==> config.mk <==
export PLATFORM = sky130hd
export DESIGN_NAME = mtf_cell
export DESIGN_NICKNAME = d
export VERILOG_FILES = /design/src/rtl/core/mtf_pkg.sv /design/src/rtl/core/mtf_cell.sv
export SDC_FILE = /design/constraint.sdc
export NUM_CORES = 1
export LEC_CHECK = 0
export BUFFER_PORTS_ARGS = -buffer_cell sky130_fd_sc_hd__buf_2
export CAP_MARGIN = 30
export CORE_MARGIN = 4
export CORE_UTILIZATION = 35
export DETAILED_ROUTE_END_ITERATION = 7
export PLACE_DENSITY = 0.67
export SYNTH_ARGS = -nofsm -noshare
export SYNTH_HDL_FRONTEND = slang
export SYNTH_SLANG_ARGS = --single-unit
==> constraint.sdc <==
create_clock -name clk -period 2.7 [get_ports clk]
set_clock_uncertainty 0.1 [all_clocks]
set_input_delay 0.135 -clock clk [delete_from_list [all_inputs] [get_ports clk]]
set_output_delay 0.135 -clock clk [all_outputs]
set_load 0.1 [all_outputs]
==> src/rtl/core/mtf_pkg.sv <==
`timescale 1ns / 1ps

package mtf_pkg;

  localparam int SYM_W        = 8;
  localparam int NUM_SLOTS    = 256;
  localparam int LEN_W        = 9;
  localparam int ALPHABET_MAX = 256;
  localparam int GROUP_SIZE   = 16;
  localparam int NUM_GROUPS   = NUM_SLOTS / GROUP_SIZE;
  localparam int LOC_W        = $clog2(GROUP_SIZE);
  localparam int GRP_W        = SYM_W - LOC_W;

  typedef enum logic [1:0] {
    OP_CLEAR = 2'd0,
    OP_LOAD  = 2'd1,
    OP_CODE  = 2'd2,
    OP_NONE  = 2'd3
  } op_t;

  typedef enum logic [1:0] {
    ST_OK     = 2'd0,
    ST_ABSENT = 2'd1,
    ST_RANGE  = 2'd2,
    ST_DUP    = 2'd3
  } status_t;

  typedef struct packed {
    logic             by_index;
    logic             append;
    logic             shift;
    logic [SYM_W-1:0] key;
    logic [SYM_W-1:0] pos;
    logic [LEN_W-1:0] length;
  } cell_ctrl_t;

endpackage

==> src/rtl/core/mtf_cell.sv <==
`timescale 1ns / 1ps

module mtf_cell (
  input  logic                     clk,
  input  mtf_pkg::cell_ctrl_t      ctrl,
  input  logic [mtf_pkg::SYM_W-1:0] slot,
  input  logic [mtf_pkg::SYM_W-1:0] prev_sym,
  output logic [mtf_pkg::SYM_W-1:0] sym,
  output logic                     match
);
  import mtf_pkg::*;

  logic valid;

  assign valid = {1'b0, slot} < ctrl.length;

  always_ff @(posedge clk) begin
    match <= valid && (ctrl.by_index ? (slot == ctrl.key) : (sym == ctrl.key));
    if (ctrl.append && ({1'b0, slot} == ctrl.length)) begin
      sym <= ctrl.key;
    end else if (ctrl.shift && (slot <= ctrl.pos)) begin
      sym <= prev_sym;
    end
  end

endmodule

==> flow_summary.ini, run 1 <==
[run_status]
status = complete, no violations

[run]
drv_cap = 0

[synth]
synth_warnings = 0
synth-seq-cells = 9
seq_area_frac_synth = 0.273
syn_avg_cell_area_sq_um = 10.3
netlist_area_sq_um = 953
syn_inst = 93
synth.distinct_cells = 22
syn_nets = 154

[worst_setup_path]
required_ns = 2.57
rr_worst_depth = 4
path_cells = buf_2, ha_1, a21oi_1, nor2b_1, o21ai_0, nand3b_1, o21ai_0, buf_2
cp.arrival_ns = 1.93
timing.rr.start = sym[4]$_DFFE_PP_
r2r_slack_ns = 1.44
start_kind = primary input
cpPeakStageDelay_ns = 0.62
reg2reg_to = match$_DFF_P_
slowest_stage = o21ai_0
crit_type = primary input to flop
end_kind = flop
crit_fanout = 5

[final_layout]
fill_cells = 257
fin_nets = 213
area_growth_pct = 35.3
fin_util = 0.507
drive_gt1_frac = 0.457
multiInputGateArea_sq_um = 632
fin_area_sq_mm = 0.00129
insertedDiodeCount = 0
layout.cells.non_filler = 181
register_area_sq_um = 260

[drt]
ant_nets = 0
dr.pass1.iters = 4
initialDrtViolationCount = 12
vias = 891
routed_wl_mm = 2.46
vias_per_cell = 4.92
post_drt_wl_per_cell_microns = 13.6
drc_errors = 0

[placed_design]
dp.cells = 177
dpl.hpwl_mm = 2.22
gp_congestion = 0.746
place_area_sq_mm = 0.00126
portBuffers = 53

[cts]
insertion_delay_ns = 0.25
cts_root_buffer = clkbuf_4
cts_resized = 0
clockBufferDepth = 2
clk_pin_slew_worst_paths_ns = 0.06
cts_sinks = 9
cts_buffers = 3
cts.hold.buffers_added = 0
post-cts-setup-buffers = 0
htree_num_levels = 1
cts_tree = yes

[timing]
grt_setup_unrepaired = no
slew_violations = 0
worst_hold_slack_ns = 0.0766
period_needed_ns = 2.06
timing.setup.tns_ns = 0
max_slew_margin = 0.479
max_freq_mhz = 485
finalHoldViolCount = 0
setup_violations = 0
worst_pin_slew_ns = 0.773
post-route-period-util = 0.763

[global_routing]
gr-total-overflow = 0
grt_pass1_vias = 1009
grt_max_degree = 9
grt_pass1_wl_mm = 3.91
grt.total_usage = 0.142
antenna_found_initial = 0

[floorplan]
die_height_microns = 60.2
die_x_microns = 60.2
dieArea_sq_mm = 0.00362
io_pins = 54
coreArea_sq_mm = 0.00254
start_util = 0.375
rows = 18

[worst_hold_path]
hold_path.startpoint = ctrl[8]
hold_path_end = match$_DFF_P_
hold_class = primary input to flop
whs_path_depth = 3

[pwr]
leakagePower_nw = 0.703
powerDensity_mw_per_mm2 = 412
peakVddDrop_mv = 0.374
## worst max-delay path by stage
stage / startpoint / endpoint / slack (ns) / depth (start not counted)
6_report: slot[5] / sym[2]$_DFFE_PP_ / 0.64 / 8
5_1_grt: ctrl[14] / sym[2]$_DFFE_PP_ / 0.46 / 9
4_1_cts: slot[5] / sym[0]$_DFFE_PP_ / 0.64 / 8
3_5_place_dp: slot[5] / sym[2]$_DFFE_PP_ / 0.37 / 8
3_3_place_gp: ctrl[14] / sym[2]$_DFFE_PP_ / 0.31 / 8
2_1_floorplan: ctrl[14] / sym[0]$_DFFE_PP_ / 0.75 / 7
## per-layer routing
metal  vias up  part of all wire  wire, microns  track usage
met3         0             0.085            210       0.0324
met2        40              0.50           1220        0.261
met4         0                 0              0       0.0253
met1       396              0.42           1030        0.167
li1        455                 -              -            -
met5         -                 0              0            0
## cells in the mapped netlist (all sizes together)
master	n	area share
nor2b	3	0.020
a21oi	7	0.037
nor2	1	0.0039
nor3	2	0.022
o211ai	1	0.0079
dfxtp	1	0.021
nand4	4	0.026
buf	1	0.0052
nand3	3	0.016
a21o	1	0.0079
nand4b	1	0.025
a31o	1	0.0092
mux2i	8	0.084
ha	16	0.21
edfxtp	8	0.25
o21ai	2	0.010
xor2	8	0.073
mux2	8	0.094
inv	15	0.059
nand3b	1	0.0079
o21bai	1	0.0079
## state kept, by name (all words and copies together) (netlist names)
name / count
sym: 8
match: 1
## cells in the final DEF (no fill, tap or decap)
cell      instances
buf_4             1
clkbuf_1          1
nor3_4            1
mux2i_1           8
nand4b_4          1
edfxtp_1          8
o21bai_1          1
dfxtp_1           1
a31o_2            1
nor3_1            1
a21o_1            1
o211ai_1          1
clkbuf_4          3
a21oi_1           7
nand3b_1          1
inv_1            15
xor2_1            8
mux2_2            8
nor2b_1           3
buf_2            54
nor2_1            1
nand3_1           3
nand4_1           4
o21ai_0           2
ha_1             16
## critical path, delay by kind of cell
kind                       cells  cell delay (ns)
buffers and inverters          2             0.41
adders and majority gates      1             0.29
and+or+nand+nor                2             0.15
AOI/OAI and AO/OA              3             0.94
## kinds of logic (layout without fill, tap and decap cells)
group,count (synthesis),after routing,synth area share
and+or+nand+nor,15,15,0.121
DFF,9,9,0.273
xor gates and xnor gates,8,8,0.0735
buffers and inverters,16,74,0.0643
AOI/OAI and AO/OA,13,13,0.0801
adders and majority gates,16,16,0.210
muxes,16,16,0.178
## where the power goes
group | internal (mW) | switching, mW | total (mW)
Combinational | 0.0773 | 0.174 | 0.251
Sequential | 0.169 | 0.00730 | 0.176
Clock | 0.0569 | 0.0476 | 0.105
## metrics by stage
| step | setup slack (ns) | power (mW) |
|---|---|---|
| 4_1_cts | 0.638 | 0.537 |
| 3_5_place_dp | 0.367 | 0.431 |
| 5_1_grt | 0.462 | 0.563 |
| 3_3_place_gp | 0.307 | 0.423 |
| 6_report | 0.639 | 0.531 |
| 2_1_floorplan | 0.745 | 0.360 |
## area by class of cell
class	instances	area share
clock buffer	4	0.0204
tap	30	0.0291
timing repair buffer	55	0.215
sequential	9	0.202
multi-input combinational	68	0.490
inverter	15	0.0436
Power figures use the tool's default switching activity.
==> inputs of run 2 (changes only) <==
==> constraint.sdc (replaced) <==
create_clock -name clk -period 2.1 [get_ports clk]
set_clock_uncertainty 0.1 [all_clocks]
set_input_delay 0.105 -clock clk [delete_from_list [all_inputs] [get_ports clk]]
set_output_delay 0.105 -clock clk [all_outputs]
set_load 0.1 [all_outputs]
==> flow_summary.ini, run 2 (synthesis gave the netlist of run 1 again) <==
[run_status]
status = complete, no violations

[global_routing]
antenna_found_initial = 0
grt_pass1_wl_mm = 3.64
grt.total_usage = 0.132
busiest_layer = met2
grt_pass1_vias = 886
use_met2 = 0.219
grt_max_degree = 10
gr-total-overflow = 0
use_met3 = 0.0216
grt_util_met1 = 0.173

[pwr]
power_uw = 673
seq_power_share = 0.334
peakVddDrop_mv = 0.422
p_clk_frac = 0.190
p_int_uw = 390
switching_power_uw = 283
p_comb_frac = 0.476
swShare = 0.421
leakagePower_nw = 0.698
powerDensity_mw_per_mm2 = 524

[final_layout]
fin_area_sq_mm = 0.00128
largest_registers = sym: 8 flops, match: 1 flops
area_growth_pct = 34.8
insertedDiodeCount = 0
fin_nets = 212
top_register = sym
fill_cells = 254
layout_commonest_cell = buf_2
layout.cells.non_filler = 180
largest_register_ffs = 8
layout_common_cells = buf_2 (53), ha_1 (16), inv_1 (15)
drive_gt1_frac = 0.453

[floorplan]
dieArea_sq_mm = 0.00362
start_util = 0.375
rows = 18
coreArea_sq_mm = 0.00254
die_height_microns = 60.2
io_pins = 54
die_x_microns = 60.2

[placed_design]
dp.cells = 176
gp_congestion = 0.733
portBuffers = 53
place_area_sq_mm = 0.00126
dpl.hpwl_mm = 2.09

[worst_setup_path]
cp-startpoint = slot[0]
required_ns = 1.96
start_kind = primary input
crit_type = primary input to flop
end_kind = flop
timing.rr.start = sym[3]$_DFFE_PP_
cpPeakStageDelay_ns = 0.45
crit_fanout = 9
slowest_stage = nor3_4
cp.arrival_ns = 1.50
path_cells = buf_2, inv_1, ha_1, nand4b_4, nor3_4, a21oi_1, o21ai_0, buf_4

[cts]
insertion_delay_ns = 0.25
cts.hold.buffers_added = 0
post-cts-setup-buffers = 0
cts_resized = 0
clk_pin_slew_worst_paths_ns = 0.06
clockBufferDepth = 2
cts_sinks = 9
cts_tree = yes
cts_buffers = 3
cts_root_buffer = clkbuf_4
htree_num_levels = 1

[drt]
post_drt_wl_per_cell_microns = 12.7
vias = 866
drc_errors = 0
routed_wl_mm = 2.28
dr.pass1.iters = 4
initialDrtViolationCount = 4
vias_per_cell = 4.81
ant_nets = 0

[run]
drv_cap = 0

[timing]
timing.setup.tns_ns = 0
grt_setup_unrepaired = no
period_needed_ns = 1.64
slew_violations = 0
max_slew_margin = 0.675
max_freq_mhz = 611
post-route-period-util = 0.779
worst_hold_slack_ns = 0.0525
worst_pin_slew_ns = 0.492
setup_violations = 0
finalHoldViolCount = 0

[worst_hold_path]
hold_path.startpoint = prev_sym[7]
hold_class = primary input to flop
[run 2: changes by cell type in the layout (fill, tap and decap cells not counted), sizes merged]
cell  change
buf       -1
[run 2: path summary, 6_finish.rpt]
path	endpoint	cells after the start	slack (ns)
setup / recovery	sym[2]$_DFFE_PP_	8	0.46
hold reg to reg	match$_DFF_P_	4	0.62
hold / removal	sym[7]$_DFFE_PP_	2	0.05
setup reg to reg	match$_DFF_P_	4	0.87
[run 2: power groups by stage]
stage               registers [mW]  logic [mW]  clock network, mW
finish                       0.225       0.320              0.128
global route                 0.227       0.345              0.143
CTS                          0.225       0.324              0.135
detailed placement           0.229       0.323                  0
global placement             0.229       0.318                  0
floorplan                    0.360       0.103                  0
[run 2: worst max-delay path, delay by kind of cell]
family / cells / cell delay [ns]
simple gates: 2 / 0.57
fa+ha+maj: 1 / 0.32
compound gates: 2 / 0.17
buf+inv: 3 / 0.35
[run 2: layer usage]
metal	wire [microns]	up-vias
met5	0	-
met4	0	0
met3	202	0
met2	1080	36
met1	997	379
li1	-	451
[run 2: through the flow]
step | utilization | setup WS (ns)
floorplan | - | 0.175
global placement | 0.495 | 0.235
detailed placement | 0.495 | 0.172
CTS | 0.505 | 0.442
global route | 0.505 | 0.327
finish | 0.505 | 0.464
[run 2: layout make-up]
class	count	area, sq um	share of cell area
Timing Repair Buffer	54	273	0.212
Sequential cell	9	260	0.203
Multi-Input combinational cell	68	632	0.492
Inverter	15	56.3	0.0438
Tap cell	30	37.5	0.0292
Clock buffer	4	26.3	0.0204
