$ cat config.mk
export PLATFORM = sky130hd
export DESIGN_NAME = mtf_group
export DESIGN_NICKNAME = d
export VERILOG_FILES = /design/src/rtl/core/mtf_pkg.sv /design/src/rtl/core/mtf_group.sv
export SDC_FILE = /design/constraint.sdc
export NUM_CORES = 1
export LEC_CHECK = 0
export ABC_AREA = 1
export BUFFER_PORTS_ARGS = -buffer_cell sky130_fd_sc_hd__buf_2
export CAP_MARGIN = 20
export CORE_AREA = 2 2 71 73
export CTS_CLUSTER_SIZE = 28
export DETAILED_ROUTE_END_ITERATION = 8
export DIE_AREA = 0 0 73 75
export GPL_TIMING_DRIVEN = 0
export HOLD_SLACK_MARGIN = 0.15
export PLACE_DENSITY_LB_ADDON = 0.25
export SLEW_MARGIN = 0
export SYNTH_ARGS = -nofsm -noshare
export SYNTH_HDL_FRONTEND = slang
export SYNTH_SLANG_ARGS = --single-unit
export TNS_END_PERCENT = 50
$ cat constraint.sdc
create_clock -name clk -period 0.9 [get_ports clk]
set_clock_uncertainty 0.05 [all_clocks]
set_input_delay 0.09 -clock clk [delete_from_list [all_inputs] [get_ports clk]]
set_output_delay 0.09 -clock clk [all_outputs]
set_load 0.02 [all_outputs]
$ cat src/rtl/core/mtf_pkg.sv
`timescale 1ns / 1ps

package mtf_pkg;

  localparam int SYM_W        = 8;
  localparam int NUM_SLOTS    = 256;
  localparam int LEN_W        = 9;
  localparam int ALPHABET_MAX = 256;
  localparam int GROUP_SIZE   = 16;
  localparam int NUM_GROUPS   = NUM_SLOTS / GROUP_SIZE;
  localparam int LOC_W        = $clog2(GROUP_SIZE);
  localparam int GRP_W        = SYM_W - LOC_W;

  typedef enum logic [1:0] {
    OP_CLEAR = 2'd0,
    OP_LOAD  = 2'd1,
    OP_CODE  = 2'd2,
    OP_NONE  = 2'd3
  } op_t;

  typedef enum logic [1:0] {
    ST_OK     = 2'd0,
    ST_ABSENT = 2'd1,
    ST_RANGE  = 2'd2,
    ST_DUP    = 2'd3
  } status_t;

  typedef struct packed {
    logic             by_index;
    logic             append;
    logic             shift;
    logic [SYM_W-1:0] key;
    logic [SYM_W-1:0] pos;
    logic [LEN_W-1:0] length;
  } cell_ctrl_t;

endpackage

$ cat src/rtl/core/mtf_group.sv
`timescale 1ns / 1ps

module mtf_group (
  input  logic                                            clk,
  input  logic [mtf_pkg::GRP_W-1:0]                       grp,
  input  logic [mtf_pkg::GROUP_SIZE-1:0]                  match,
  input  logic [mtf_pkg::GROUP_SIZE-1:0][mtf_pkg::SYM_W-1:0] syms,
  output logic                                            hit,
  output logic [mtf_pkg::SYM_W-1:0]                       sym,
  output logic [mtf_pkg::SYM_W-1:0]                       idx
);
  import mtf_pkg::*;

  logic [SYM_W-1:0] sym_or;
  logic [LOC_W-1:0] loc_or;

  always_comb begin
    sym_or = '0;
    loc_or = '0;
    for (int i = 0; i < GROUP_SIZE; i++) begin
      if (match[i]) begin
        sym_or = sym_or | syms[i];
        loc_or = loc_or | LOC_W'(i);
      end
    end
  end

  always_ff @(posedge clk) begin
    hit <= |match;
    sym <= sym_or;
    idx <= {grp, loc_or};
  end

endmodule

==> qor.log, run 1 <==
qor: logic_synthesis.yosys.area_share.simple 61.22%
qor: logic_synthesis.synth.largest_area_cell sky130_fd_sc_hd__nand2_1
qor: min_path.whs_path_depth 3
qor: worst_setup_path.timing_worst_setup_path_type reg -> out
qor: power.design_power_total 2199 uW
qor: sta.tightestPinTransition 216.3 ps
qor: global_route.gr-total-overflow 0
qor: logic_synthesis.synth_ff_type sky130_fd_sc_hd__dfxtp_1
qor: worst_setup_path.worst-path-max-fanout 1
qor: placement.port_buf_inserts 149
qor: cts.post-cts-setup-buffer-count 0
qor: sta.slew_violations 0
qor: logic_synthesis.synth.most_common_cell sky130_fd_sc_hd__nand2_1
qor: final_layout.drive_above_1_share 35.56%
qor: run.cap_viol_max_count 0
qor: sta.slew_headroom 85.58%
qor: detailed_routing.detailedRoute.firstIterationViolations 66
qor: min_path.worst_hold_startpoint match[14]
qor: detailed_routing.drc_errors 0
qor: sta.timing.final.crit_share 96.87%
qor: logic_synthesis.post_synth_inst_count 337
qor: floorplanning.boundaryPins 166
qor: logic_synthesis.synthArstFlopShare 0%
qor: global_route.antenna_found_initial 0
qor: sta.period_minus_slack 871.8 ps
qor: status.run_status complete, no violations
qor: final_layout.layout_nets 645
qor: power.power.share.switching 31.53%
qor: floorplanning.die_h 75 um
qor: floorplanning.dieWidth 73 um
qor: sta.rsz0062_at_grt false
qor: floorplanning.floorplan.rows 25
qor: power.worst_ir_drop_vdd 0.4914 mV
qor: min_path.hold-path-endpoint idx[1]$_SDFF_PP1_
qor: floorplanning.effective_utilization_at_floorplan 36.00%
qor: placement.placement.setup.worst_slack 11.77 ps
qor: final_layout.area_growth 54.51%
qor: power.p_leak 0.001713 uW
qor: power.power_frac_clock 25.7%
qor: logic_synthesis.largest_family_of_logic_cells_by_synthesized_area simple AND/OR/NAND/NOR gates
qor: logic_synthesis.ys_top_cells_by_count sky130_fd_sc_hd__nand2_1, sky130_fd_sc_hd__inv_1, sky130_fd_sc_hd__nor2_1
qor: floorplanning.core_region_area 0.004661 mm2
qor: power.power_frac_comb 39.4%
qor: logic_synthesis.synth_top_cell_area_share 47.20%
qor: worst_setup_path.timing.critical_path.max_delay_family flip-flops
qor: logic_synthesis.unique_masters_post_synth 14
qor: sta.setup_tns 0 ps
qor: cts.tritoncts done
qor: logic_synthesis.synth_mux_area_share 0%
qor: worst_setup_path.path_buf_inv 1
qor: detailed_routing.postRouteAntennaNets 0
qor: worst_setup_path.endpoint_kind output port
qor: placement.dpl.hpwl 4684 um
qor: cts.clk_pin_slew_worst_paths 70 ps
qor: logic_synthesis.fraction_of_the_mapped_netlist_area_in_adder_cells 0%
qor: worst_setup_path.longest_individual_stage_delay_on_the_worst_path 310 ps
qor: min_path.worstHoldPathType in -> reg
qor: cts.number_of_clock_sinks 17
qor: logic_synthesis.synth-edff-count 0
qor: logic_synthesis.yosys-top-cells-area sky130_fd_sc_hd__nand2_1, sky130_fd_sc_hd__dfxtp_1, sky130_fd_sc_hd__inv_1
qor: logic_synthesis.syn-num-nets 486
qor: floorplanning.design.die.area 0.005475 mm2
qor: global_route.global_route_wire_length_before_repair 8618 um
qor: detailed_routing.drt_pre_antenna_iters 4
qor: logic_synthesis.synth_xor_xnor_area_share 0%
qor: power.cell_internal_pwr 1506 uW
qor: sta.fmaxAchievable 1.147 GHz
qor: sta.final_critical_path_setup_slack 28.20 ps
qor: global_route.number_of_global_route_vias_before_repair 1992
qor: logic_synthesis.yosysWarnings 0
qor: detailed_routing.viasPerCell 4.175
qor: detailed_routing.routed_wirelength 5678 um
qor: cts.clock_tree.buffer_depth 2
qor: cts.numCtsBuffers 3
qor: power.p_per_area 848.3 mW/mm2
qor: detailed_routing.wl_per_cell 10.34 um
qor: worst_setup_path.slowest_cell_on_the_critical_path sky130_fd_sc_hd__dfxtp_1
qor: sta.hold_violations 0
qor: worst_setup_path.worst-endpoint-arrival 730 ps
qor: global_route.maximum_number_of_pins_on_one_net_before_global_route_repair 11
qor: logic_synthesis.synth_compound_area_share 0%
qor: worst_setup_path.series_of_cell_instances_along_the_critical_path buf_2
qor: cts.cts_root_buffer sky130_fd_sc_hd__clkbuf_8
qor: cts.maximum_level_of_the_cts_h_tree 1
qor: logic_synthesis.postSynthRegisterBits 17
qor: logic_synthesis.synth-seq-area-share 20.28%
qor: logic_synthesis.syn_area_per_cell 4.979 um2
qor: power.power.switching 693.5 uW
qor: detailed_routing.dr_total_vias 2292
qor: global_route.grt_util_all_layers 20.04%
qor: placement.gp_routability_congestion 0.8338
qor: worst_setup_path.timing.critical_path.from sym[4]$_DFF_P_
qor: power.power.share.sequential 35.0%
qor: worst_setup_path.worst-endpoint-required 760 ps
qor: worst_setup_path.cp-start-kind register
qor: sta.final-setup-viol-count 0
qor: logic_synthesis.mappedNetlistArea 0.001678 mm2
qor: cts.cts_hold_buf 5
qor: final_layout.antenna_cells_inserted 0
sequential cells by signal, summed over array words and instances (netlist names):
name / count
idx: 8
sym: 8
hit: 1
cell type report:
cell class                 count  area, um2
timing repair buffer         154      800.8
multi-input combinational    253       1027
fill                         498       2068
clock buffer                   3      41.29
clock inverter                 1      5.005
buffer                        16      118.9
inverter                      51      191.4
tap                           54      67.56
sequential                    17      340.3
layer usage:
| layer | up-vias | share of wire, % | track usage [%] |
|---|---|---|---|
| met3 | 8 | 6.3 | 4.552 |
| met2 | 86 | 52 | 38.04 |
| met1 | 918 | 41 | 22.86 |
| li1 | 1280 | - | - |
| met4 | 0 | 1.0 | 4.115 |
| met5 | - | 0 | 0 |
logic make-up after synthesis:
kind of cell  Yosys count
buf+inv                67
simple gates          253
flops                  17
worst max-delay path by stage:
stage	to	slack, ps	cells past startpoint
after floorplan	idx[2]$_SDFF_PP1_	160	4
after global placement	sym[6]$_DFF_P_	20	7
after detailed placement	sym[6]$_DFF_P_	10	7
after CTS	sym[3]	20	1
after global routing	sym[4]	0.8	1
final	sym[4]	30	1
power by group through the flow:
stage               combinational (uW)  clock (uW)  sequential [uW]
CTS                                871         581              769
global placement                   839           0              786
finish                             865         565              769
floorplan                          453           0              805
detailed placement                 852           0              786
global route                       992         618              770
timing repair:
item | in CTS | in global routing
setup endpoints to repair | 0 | 2
resized for setup | 0 | 2
hold endpoints to repair | 17 | 12
metrics by stage:
step | instance area, um2 | hold slack [ps] | utilization [%] | std cells
2_1_floorplan | 1678 | 67.72 | - | 337
3_3_place_gp | 2491 | 143.2 | 53.45 | 540
3_5_place_dp | 2491 | 144.1 | 53.45 | 540
4_1_cts | 2587 | 47.66 | 55.52 | 549
5_1_grt | 2592 | 58.65 | 55.62 | 549
6_report | 2592 | 56.10 | 55.62 | 549
layout by cell type, fill, tap and decap left out:
| master | n |
|---|---|
| sky130_fd_sc_hd__nand2_1 | 211 |
| sky130_fd_sc_hd__buf_2 | 156 |
| sky130_fd_sc_hd__inv_1 | 51 |
| sky130_fd_sc_hd__nor2_1 | 24 |
| sky130_fd_sc_hd__dfxtp_1 | 17 |
| sky130_fd_sc_hd__nand4_1 | 10 |
| sky130_fd_sc_hd__buf_6 | 5 |
| sky130_fd_sc_hd__buf_4 | 4 |
| sky130_fd_sc_hd__dlygate4sd3_1 | 4 |
| sky130_fd_sc_hd__nor2_4 | 3 |
| sky130_fd_sc_hd__clkbuf_8 | 3 |
| sky130_fd_sc_hd__nand3_2 | 1 |
| sky130_fd_sc_hd__nor2_2 | 1 |
| sky130_fd_sc_hd__nor2_8 | 1 |
| sky130_fd_sc_hd__nand2_2 | 1 |
| sky130_fd_sc_hd__or2_1 | 1 |
| sky130_fd_sc_hd__clkinv_2 | 1 |
| sky130_fd_sc_hd__dlymetal6s4s_1 | 1 |
(Power assumes the default switching activity.)
==> run 2, diff against run 1 <==
--- a/config.mk
+++ b/config.mk
@@ -15,6 +15,7 @@
 export GPL_TIMING_DRIVEN = 0
 export HOLD_SLACK_MARGIN = 0.15
 export PLACE_DENSITY_LB_ADDON = 0.25
+export SETUP_SLACK_MARGIN = 0.2
 export SLEW_MARGIN = 0
 export SYNTH_ARGS = -nofsm -noshare
 export SYNTH_HDL_FRONTEND = slang
==> qor.log, run 2 (synthesis results as in run 1) <==
qor: sta.slew_violations 0 [unchanged]
qor: global_route.number_of_global_route_vias_before_repair 2024 [was 1992]
qor: sta.rsz0062_at_grt true [was false]
qor: worst_setup_path.worst-endpoint-required 760 ps [about the same]
qor: worst_setup_path.timing.critical_path.max_delay_family flip-flops [unchanged]
qor: floorplanning.core_region_area 0.004661 mm2 [unchanged]
qor: floorplanning.effective_utilization_at_floorplan 36.00% [unchanged]
qor: worst_setup_path.path_buf_inv 1 [unchanged]
qor: final_layout.drive_above_1_share 38.26% [was 35.56%]
qor: cts.post-cts-setup-buffer-count 0 [unchanged]
qor: run.cap_viol_max_count 0 [unchanged]
qor: sta.setup_tns 0 ps [unchanged]
qor: worst_setup_path.timing_worst_setup_path_type reg -> out [unchanged]
qor: sta.period_minus_slack 848.0 ps [was 871.8 ps]
qor: sta.hold_violations 0 [unchanged]
qor: worst_setup_path.series_of_cell_instances_along_the_critical_path buf_6 [was buf_2]
qor: sta.final-setup-viol-count 0 [unchanged]
qor: sta.slew_headroom 89.00% [was 85.58%]
qor: final_layout.layout_nets 644 [was 645]
qor: detailed_routing.viasPerCell 4.234 [was 4.175]
qor: floorplanning.design.die.area 0.005475 mm2 [unchanged]
qor: min_path.worstHoldPathType in -> reg [unchanged]
qor: global_route.global_route_wire_length_before_repair 8521 um [was 8618 um]
qor: cts.number_of_clock_sinks 17 [unchanged]
qor: placement.gp_routability_congestion 0.7887 [was 0.8338]
qor: final_layout.area_growth 62.64% [was 54.51%]
qor: placement.port_buf_inserts 149 [unchanged]
qor: final_layout.leading_cell_type_in_the_layout_fill_and_taps_excluded sky130_fd_sc_hd__nand2_1 [unchanged]
qor: sta.fmaxAchievable 1.179 GHz [was 1.147 GHz]
qor: sta.tightestPinTransition 165.0 ps [was 216.3 ps]
qor: final_layout.fin_util 58.55% [was 55.62%]
qor: detailed_routing.dr_total_vias 2320 [was 2292]
qor: power.design_power_total 2255 uW [was 2199 uW]
qor: final_layout.reg_top3 idx: 8 flops, sym: 8 flops, hit: 1 flops [unchanged]
qor: detailed_routing.wl_per_cell 10.67 um [was 10.34 um]
qor: worst_setup_path.cp-start-kind register [unchanged]
qor: cts.cts_hold_buf 4 [was 5]
qor: cts.clock_tree.buffer_depth 2 [unchanged]
qor: final_layout.layout.cells.most_common_list sky130_fd_sc_hd__nand2_1, sky130_fd_sc_hd__buf_2, sky130_fd_sc_hd__inv_1 [unchanged]
qor: detailed_routing.drc_errors 0 [unchanged]
qor: global_route.grt_util_all_layers 20.03% [was 20.04%]
qor: sta.final_critical_path_setup_slack 52.02 ps [was 28.20 ps]
qor: final_layout.num-fill-cells 483 [was 498]
qor: final_layout.antenna_cells_inserted 0 [unchanged]
qor: status.run_status complete, no violations [unchanged]
qor: worst_setup_path.worst-endpoint-arrival 710 ps [was 730 ps]
qor: worst_setup_path.longest_individual_stage_delay_on_the_worst_path 330 ps [was 310 ps]
qor: placement.postPlaceCellArea 0.002535 mm2 [was 0.002491 mm2]
qor: cts.maximum_level_of_the_cts_h_tree 1 [unchanged]
qor: power.worst_ir_drop_vdd 0.4166 mV [was 0.4914 mV]
qor: detailed_routing.detailedRoute.firstIterationViolations 63 [was 66]
qor: worst_setup_path.slowest_cell_on_the_critical_path sky130_fd_sc_hd__dfxtp_2 [was sky130_fd_sc_hd__dfxtp_1]
qor: sta.timing.final.crit_share 94.22% [was 96.87%]
qor: placement.dpl.hpwl 4788 um [was 4684 um]
qor: worst_setup_path.worst-path-max-fanout 1 [unchanged]
qor: placement.placement.setup.worst_slack 43.73 ps [was 11.77 ps]
qor: floorplanning.die_h 75 um [unchanged]
qor: detailed_routing.postRouteAntennaNets 0 [unchanged]
qor: worst_setup_path.endpoint_kind output port [unchanged]
qor: cts.numCtsBuffers 3 [unchanged]
qor: final_layout.post-route-cell-area 0.002729 mm2 [was 0.002592 mm2]
qor: power.p_leak 0.001757 uW [was 0.001713 uW]
qor: global_route.maximum_number_of_pins_on_one_net_before_global_route_repair 11 [unchanged]
qor: global_route.gr-total-overflow 0 [unchanged]
qor: floorplanning.floorplan.rows 25 [unchanged]
qor: cts.tritoncts done [unchanged]
qor: power.p_per_area 826.4 mW/mm2 [was 848.3 mW/mm2]
qor: cts.clk_pin_slew_worst_paths 70 ps [about the same]
qor: floorplanning.dieWidth 73 um [unchanged]
qor: detailed_routing.routed_wirelength 5848 um [was 5678 um]
qor: global_route.antenna_found_initial 0 [unchanged]
qor: detailed_routing.drt_pre_antenna_iters 4 [unchanged]
qor: floorplanning.boundaryPins 166 [unchanged]
qor: cts.cts_root_buffer sky130_fd_sc_hd__clkbuf_8 [unchanged]
## run 2: cell types whose count changed in the layout (fill, tap and decap cells not counted)
cell,previous run,this run
sky130_fd_sc_hd__buf_2,156,133
sky130_fd_sc_hd__buf_4,4,9
sky130_fd_sc_hd__buf_6,5,21
sky130_fd_sc_hd__buf_8,0,2
sky130_fd_sc_hd__dfxtp_1,17,4
sky130_fd_sc_hd__dfxtp_2,0,13
sky130_fd_sc_hd__dlymetal6s4s_1,1,0
## run 2: stage by stage
step,std cells,hold WS (ps)
2_1_floorplan,337,67.72
3_3_place_gp,540,143.1
3_5_place_dp,540,144.1
4_1_cts,548,30.69
5_1_grt,548,50.69
6_report,548,35.02
## run 2: worst min-delay path: cells and delay by family
kind / cells / cell delay (ps)
buf+inv: 1 / 110
simple gates: 2 / 100
## run 2: routing by layer
layer | track usage, % | vias to the layer above | share of wire (%)
met2 | 39.54 | 89 | 53
met3 | 4.819 | 5 | 6.7
met5 | 0 | - | 0
met1 | 21.29 | 945 | 40
li1 | - | 1281 | -
met4 | 4.527 | 0 | 0.63
## run 2: path summary, 6_finish.rpt
check,from,end,cells past startpoint
max,sym[3]$_DFF_P_,sym[3],1
min,match[15],idx[0]$_SDFF_PP1_,3
## run 2: power by group
group          internal [uW]  total (uW)  switching (uW)
sequential               768         774            6.08
combinational            464         900             436
clock                    308         581             273
total                   1540        2260             715
## run 2: layout make-up
type	instances	area, um2	area share (%)
timing repair buffer	153	877.1	32.14
clock buffer	3	41.29	1.513
sequential	17	356.6	13.07
buffer	16	162.7	5.961
inverter	51	191.4	7.015
multi-input combinational	253	1027	37.64
tap	54	67.56	2.476
clock inverter	1	5.005	0.1834
## run 2: repair_timing
action | in CTS | in global routing
endpoints found under the setup margin | 17 | 17
gates resized for setup | 31 | 12
endpoints found under the hold margin | 17 | 13
pin swaps | 0 | 0
